File: config.mk
export PLATFORM = sky130hd
export DESIGN_NAME = bba_ctrl
export DESIGN_NICKNAME = d
export VERILOG_FILES = /design/src/rtl/core/bba_pkg.sv /design/src/rtl/core/bba_ctrl.sv
export SDC_FILE = /design/constraint.sdc
export NUM_CORES = 1
export LEC_CHECK = 0
export BUFFER_PORTS_ARGS = -buffer_cell sky130_fd_sc_hd__buf_2
export CAP_MARGIN = 20
export CELL_PAD_IN_SITES_DETAIL_PLACEMENT = 2
export CELL_PAD_IN_SITES_GLOBAL_PLACEMENT = 2
export CORE_MARGIN = 5
export CORE_UTILIZATION = 24
export CTS_CLUSTER_SIZE = 8
export DETAILED_ROUTE_END_ITERATION = 8
export HOLD_SLACK_MARGIN = 0.05
export PLACE_DENSITY_LB_ADDON = 0.1
export SYNTH_ARGS = -nofsm -noshare
export SYNTH_HDL_FRONTEND = slang
export SYNTH_SLANG_ARGS = --single-unit
File: constraint.sdc
create_clock -name clk -period 4.9 [get_ports clk]
set_input_delay 0.245 -clock clk [delete_from_list [all_inputs] [get_ports clk]]
set_output_delay 0.245 -clock clk [all_outputs]
set_load 0.005 [all_outputs]
File: src/rtl/core/bba_pkg.sv
// Package: shared constants and types for the buddy block allocator.
package bba_pkg;

    localparam int MIN_ORDER_DEF    = 5;
    localparam int MAX_ORDER_DEF    = 16;
    localparam int HEADER_BYTES_DEF = 32;

    typedef enum logic [3:0] {
        ST_IDLE,
        ST_INIT,
        ST_A_PREP,
        ST_A_SCAN,
        ST_A_SPLIT,
        ST_A_DONE,
        ST_F_CHECK,
        ST_F_RDORD,
        ST_F_WAIT,
        ST_F_UP,
        ST_F_MERGE,
        ST_F_SET,
        ST_RESP
    } bba_state_t;

    typedef struct packed {
        logic init_start;
        logic init_step;
        logic a_prep;
        logic a_scan;
        logic a_split;
        logic a_done;
        logic f_check;
        logic f_rdord;
        logic f_load;
        logic f_up;
        logic f_merge;
        logic f_set;
        logic resp;
    } bba_cmd_t;

    typedef struct packed {
        logic init_last;
        logic a_nospace;
        logic a_hit;
        logic a_scan_end;
        logic a_split_last;
        logic f_bad;
        logic f_up_fail;
        logic f_up_last;
        logic f_merge_stop;
    } bba_stat_t;

endpackage

File: src/rtl/core/bba_ctrl.sv
// Controller state machine for the buddy allocator.
module bba_ctrl (
    input  logic              clk,
    input  logic              rst_n,
    input  logic              start,
    input  logic              action,
    input  logic              cfg_write,
    input  bba_pkg::bba_stat_t stat,
    output bba_pkg::bba_cmd_t  cmd,
    output logic              busy
);
    bba_pkg::bba_state_t state_reg, state_next;

    always_ff @(posedge clk or negedge rst_n)
    begin
        if (!rst_n)
        begin
            state_reg <= bba_pkg::ST_INIT;
        end
        else
        begin
            state_reg <= state_next;
        end
    end

    always_comb
    begin
        state_next = state_reg;
        unique case (state_reg)
            bba_pkg::ST_IDLE:
            begin
                if (cfg_write)
                begin
                    state_next = bba_pkg::ST_INIT;
                end
                else if (start)
                begin
                    state_next = action ? bba_pkg::ST_F_CHECK : bba_pkg::ST_A_PREP;
                end
            end
            bba_pkg::ST_INIT:
            begin
                if (stat.init_last)
                begin
                    state_next = bba_pkg::ST_IDLE;
                end
            end
            bba_pkg::ST_A_PREP:
            begin
                state_next = stat.a_nospace ? bba_pkg::ST_RESP : bba_pkg::ST_A_SCAN;
            end
            bba_pkg::ST_A_SCAN:
            begin
                if (stat.a_hit)
                begin
                    state_next = stat.a_split_last ? bba_pkg::ST_A_DONE : bba_pkg::ST_A_SPLIT;
                end
                else if (stat.a_scan_end)
                begin
                    state_next = bba_pkg::ST_RESP;
                end
            end
            bba_pkg::ST_A_SPLIT:
            begin
                if (stat.a_split_last)
                begin
                    state_next = bba_pkg::ST_A_DONE;
                end
            end
            bba_pkg::ST_A_DONE:   state_next = bba_pkg::ST_RESP;
            bba_pkg::ST_F_CHECK:
            begin
                state_next = stat.f_bad ? bba_pkg::ST_RESP : bba_pkg::ST_F_RDORD;
            end
            bba_pkg::ST_F_RDORD:  state_next = bba_pkg::ST_F_WAIT;
            bba_pkg::ST_F_WAIT:
            begin
                state_next = stat.f_bad ? bba_pkg::ST_RESP : bba_pkg::ST_F_UP;
            end
            bba_pkg::ST_F_UP:
            begin
                if (stat.f_up_fail)
                begin
                    state_next = bba_pkg::ST_RESP;
                end
                else if (stat.f_up_last)
                begin
                    state_next = bba_pkg::ST_F_MERGE;
                end
            end
            bba_pkg::ST_F_MERGE:
            begin
                if (stat.f_merge_stop)
                begin
                    state_next = bba_pkg::ST_F_SET;
                end
            end
            bba_pkg::ST_F_SET:    state_next = bba_pkg::ST_RESP;
            bba_pkg::ST_RESP:     state_next = bba_pkg::ST_IDLE;
            default:              state_next = bba_pkg::ST_IDLE;
        endcase
    end

    always_comb
    begin
        cmd = '0;
        busy = (state_reg != bba_pkg::ST_IDLE);
        unique case (state_reg)
            bba_pkg::ST_IDLE:    cmd.init_start = cfg_write;
            bba_pkg::ST_INIT:    cmd.init_step = 1'b1;
            bba_pkg::ST_A_PREP:  cmd.a_prep = 1'b1;
            bba_pkg::ST_A_SCAN:  cmd.a_scan = 1'b1;
            bba_pkg::ST_A_SPLIT: cmd.a_split = 1'b1;
            bba_pkg::ST_A_DONE:  cmd.a_done = 1'b1;
            bba_pkg::ST_F_CHECK: cmd.f_check = 1'b1;
            bba_pkg::ST_F_RDORD: cmd.f_rdord = 1'b1;
            bba_pkg::ST_F_WAIT:  cmd.f_load = 1'b1;
            bba_pkg::ST_F_UP:    cmd.f_up = 1'b1;
            bba_pkg::ST_F_MERGE: cmd.f_merge = 1'b1;
            bba_pkg::ST_F_SET:   cmd.f_set = 1'b1;
            bba_pkg::ST_RESP:    cmd.resp = 1'b1;
            default:             cmd = '0;
        endcase
    end
endmodule

# Word-level counts from Yosys, hierarchy flattened
# Cells that the tools add are included.
# word_totals
register_bits	4
wordCells	51
# op_classes
n_eq_ne	18
mux	28
reduce_logical	4
# ops
cell	count
$mux 4	11
$pmux 4 s11	1
$eq 4x4->1 const B	5
$eq 4x3->1 const B	4
$mux 1	14
$ne 3x3->1 const B	3
$eq 4x2->1 const B	2
$mux 3	2
$ne 2x2->1 const B	3
$reduce_and 6->1	1
$eq 4x1->1 const B	1
$logic_not 4->1	1
$reduce_bool 4->1	1
$reduce_or 2->1	1

# Logic depth before layout (Yosys ltp)
# depth
word_depth	4
depth_mapped	6
ltp_nobuf	4

# Worst setup path before layout
# OpenSTA, ideal clock, no wires.
# synth_timing
path_type	register -> register
start	reg state_reg[0]
end	reg state_reg[2]
setup_time_ps	125
t_arrival_ps	1838
slack_ps	2937
path_stages_with_launch	6
path_buffers	1
period_less_slack_ps	1963
cell_sequence	dfstp_2 buf_6 or2b_1 or4_1 nand4_4 mux2_4
# synth_via
elab_chain_cells	3
word_cells_on_any_way	21
# synth_lines
item	line_no	text
start, declared	bba_ctrl.sv:12	bba_pkg::bba_state_t state_reg, state_next;
start signal, assigned	bba_ctrl.sv:18	state_reg <= bba_pkg::ST_INIT;
start signal, assigned	bba_ctrl.sv:22	state_reg <= state_next;
$eq 4x4->1 (tied with other cells)	bba_ctrl.sv:29	unique case (state_reg)
$reduce_or 2->1 (no line) (tied with other cells)	n/a	
$pmux 4 s11 or $reduce_and 6->1 (tied branches)	n/a	
# Several ways; a longest one is shown, not always the timed one.
# A chain may end at the register's enable or synchronous reset.

# Worst setup path in the final report
# Ends and elaborated chain as after synthesis.

==> impl_summary.txt <==
----------------------------------------------------
[Final layout]
  Flip-flop count of the largest register, all copies and words added ... 4
  Most used cells in the layout excluding fill and tap cells ... sky130_fd_sc_hd__buf_2 (27), sky130_fd_sc_hd__nor2_1 (9), sky130_fd_sc_hd__nor3_1 (6)
  Final-stage net count ... 110
  Synth-to-Final Area Change ... 31.8%
  Antenna diode count ... 0
  Most common library cell in the layout ignoring fill and taps ... sky130_fd_sc_hd__buf_2
  Proportion of layout cells with a drive suffix above 1 ... 0.400
  Post-route cell area ... 721 µm²
  Count of placed standard cells in the final layout, fillers left out ... around 120

[Die]
  Starting density of the core ... 0.250
  Floorplan row count ... 17
  Die area ... around 3300 µm²
  Core region area ... 2190 µm²
  Floorplan die height ... 57.7 µm
  Die W ... 57.7 µm
  Number of placed I/O pins ... 28

[Timing]
  Max-slew violation count ... 0
  Setup violators final ... 0
  Share of the clock period used by the worst path ... 0.445
  Clock period minus final worst setup slack ... 2180 ps
  RSZ-0062 raised after global routing ... no
  TNS Setup ... 0 ps
  Post-route clock skew ... 6.18 ps
  Tightest slew margin relative to the limit ... 0.634
  Slew at the pin with the worst max-slew slack ... about 550 ps
  FMAX ... approximately 460 MHz
  Number of hold violations in the final report ... 0

[Synthesis]
  Register area share after synthesis ... 0.185
  Area share of xor/xnor cells in the synthesized design ... 0
  Simple-gate portion of the synthesized area ... 0.460
  Mapped Nets ... 83
  Arithmetic-cell share of the synthesized area counting full adders, half adders and majority gates ... 0
  Number of enable flip-flop cells after synthesis ... 0
  Top-area cell type share of the netlist area ... 0.137
  Cells after synthesis ... 69
  Cell area after synthesis ... 547 µm²
  Distinct cell type count of the synthesized netlist ... 37
  Average cell area after synthesis ... 7.92 µm²
  Share of synthesized registers carrying an async set or reset ... 1.00
  Largest family of logic cells by synthesized area ... simple AND/OR/NAND/NOR gates
  Share of synthesized area spent on multiplexers ... 0.0732
  Count of state elements after synthesis ... 4
  Top cells by area, synth ... sky130_fd_sc_hd__dfrtp_1 (14%), sky130_fd_sc_hd__nor2_1 (6.2%), sky130_fd_sc_hd__nand2b_1 (5.7%), sky130_fd_sc_hd__nor3_1 (5.5%), sky130_fd_sc_hd__mux2_4 (5.5%)
  Synthesized-area fraction occupied by ao, oa, aoi and oai cells ... 0.215
  Predominant post-synthesis flop cell ... sky130_fd_sc_hd__dfrtp_1
  Library cell occupying the most area in the post-synthesis netlist ... sky130_fd_sc_hd__dfrtp_1
  Warnings from Yosys ... 0

[Detailed routing]
  Wire per inst ... 15.5 µm
  Vias after detailed routing ... 629
  Initial DRC Count ... 13
  Post-route DRC violation count ... 0
  Vias/cell ... 5.11
  Routed Antenna Nets ... 0
  Detailed Route WL ... 1910 µm
  First-pass detailed-route iteration total ... 4

[Global routing]
  Overflow left after global routing ... 0
  Combined global-route utilization of all metal layers ... 0.120
  Pin count of the biggest net entering global routing ... 20
  Wire length of the first global-routing pass ... 3200 µm
  Via count of the first global-routing pass ... 658
  Antenna violations before repair ... 0

[CTS]
  Maximum count of clock buffers along a single path ... 2
  Post-cts hold buffer count ... 1
  Clock latency of the later-clocked register in the worst-skew pair ... about 230 ps
  H-tree lvl count ... 1
  Number of buffers added for setup after CTS ... 0
  Clock buffers created by TritonCTS ... 3
  Clk sinks ... 4
  Clock tree root driver cell ... sky130_fd_sc_hd__clkbuf_4
  Post-cts resize count ... 0
  TritonCTS clock tree ... done
  Post-CTS clock slew at the launch and capture registers of the worst setup and hold paths ... 40 ps

[Place]
  Count of input and output buffers ... 27
  Final weighted congestion of routability-driven global placement ... between 0.7 and 0.8
  DP Wirelength ... 1460 µm
  Placed instance count ... 118
  Area of placed instances ... 684 µm²

[Worst setup path]
  Highest net fanout along the worst path ... 19
  Crit path arrival time ... 2290 ps
  Startpoint type of the worst setup path ... flip-flop
  Critical setup path kind ... reg2reg
  Crit. End Element ... flip-flop
  Worst EP required ... 5010 ps

[Run]
  Max-cap check violation count ... 0

[Pwr]
  Pleak ... 0.331 nW
  Power density over cell area ... 551 nW/µm²
  Worst voltage drop across the vdd grid ... about 0.20 mV

[Worst hold path]
  Class of the tightest hold or removal check ... in2async

[Status]
  Outcome ... completed

----------------------------------------------------
==> report_power, final <==
| part | internal (W) | total (W) | switching [W] | leakage [nW] |
|---|---|---|---|---|
| clock | 0.0000306 | 0.0000441 | 0.0000135 | 0.0150 |
| combinational | 0.000129 | 0.000238 | 0.000109 | 0.267 |
| sequential | 0.0000510 | 0.000115 | 0.0000636 | 0.0490 |
==> worst max-delay path: stages, from the launching register on <==
cell and delay (ps):
sky130_fd_sc_hd__dfstp_2 730, sky130_fd_sc_hd__or2b_1 320, sky130_fd_sc_hd__or4_1 550, sky130_fd_sc_hd__nand4_4 160, sky130_fd_sc_hd__mux2_4 300
==> routing by layer <==
layer,part of all wire,global-route usage,wire length [µm],vias to the layer above
met4,0.0073,0.0397,14,0
met3,0.036,0.0200,68,2
li1,-,-,-,313
met2,0.46,0.182,885,17
met1,0.49,0.171,941,297
met5,0,0,0,-
==> metrics by stage <==
stage | utilization | power, W | hold slack (ps) | worst slack [ps]
3_5_place_dp | 0.312 | 0.000359 | 50.2 | 2710
4_1_cts | 0.329 | 0.000405 | 347 | 2720
5_1_grt | 0.329 | 0.000439 | 378 | 2620
6_report | 0.329 | 0.000397 | 373 | 2720
2_1_floorplan | - | 0.000289 | -50.6 | 2940
3_3_place_gp | 0.312 | 0.000357 | 48.9 | 2760
==> cells in the mapped netlist, types with 2 or more instances <==
| cell type | count |
|---|---|
| sky130_fd_sc_hd__nor3b_1 | 2 |
| sky130_fd_sc_hd__o32ai_1 | 2 |
| sky130_fd_sc_hd__mux2_4 | 2 |
| sky130_fd_sc_hd__dfrtp_1 | 3 |
| sky130_fd_sc_hd__nor3_1 | 6 |
| sky130_fd_sc_hd__nor2b_1 | 3 |
| sky130_fd_sc_hd__and3_1 | 2 |
| sky130_fd_sc_hd__buf_2 | 2 |
| sky130_fd_sc_hd__clkbuf_1 | 3 |
| sky130_fd_sc_hd__a21oi_1 | 3 |
| sky130_fd_sc_hd__o21ai_1 | 3 |
| sky130_fd_sc_hd__nor2_1 | 9 |
| sky130_fd_sc_hd__nand2b_1 | 5 |
==> cells by family after synthesis <==
kind of cell / Yosys count
AOI/OAI and AO/OA: 16
buffers and inverters: 7
DFF: 4
muxes: 3
and+or+nand+nor: 39
==> area by class of cell <==
type,instances,area [µm²]
fillers,274,1470
multi-input cells,58,409
repair buffers,28,145
flip-flops and latches,4,101
well taps,28,35.0
clock buffers,4,26.3
inverters,1,3.75
==> path summary, 6_finish.rpt <==
kind	from	to	slack [ps]	cells past startpoint
worst max register to register	state_reg[0]	state_reg[2]	2720	4
worst max-delay path	state_reg[0]	state_reg[2]	2720	4
worst min-delay path	rst_n	state_reg[1]	370	2
worst min register to register	state_reg[0]	state_reg[0]	760	1
min in group clk	stat[0]	state_reg[1]	390	4
max in group asynchronous	rst_n	state_reg[0]	4320	2
Power figures use the tool's default switching activity.
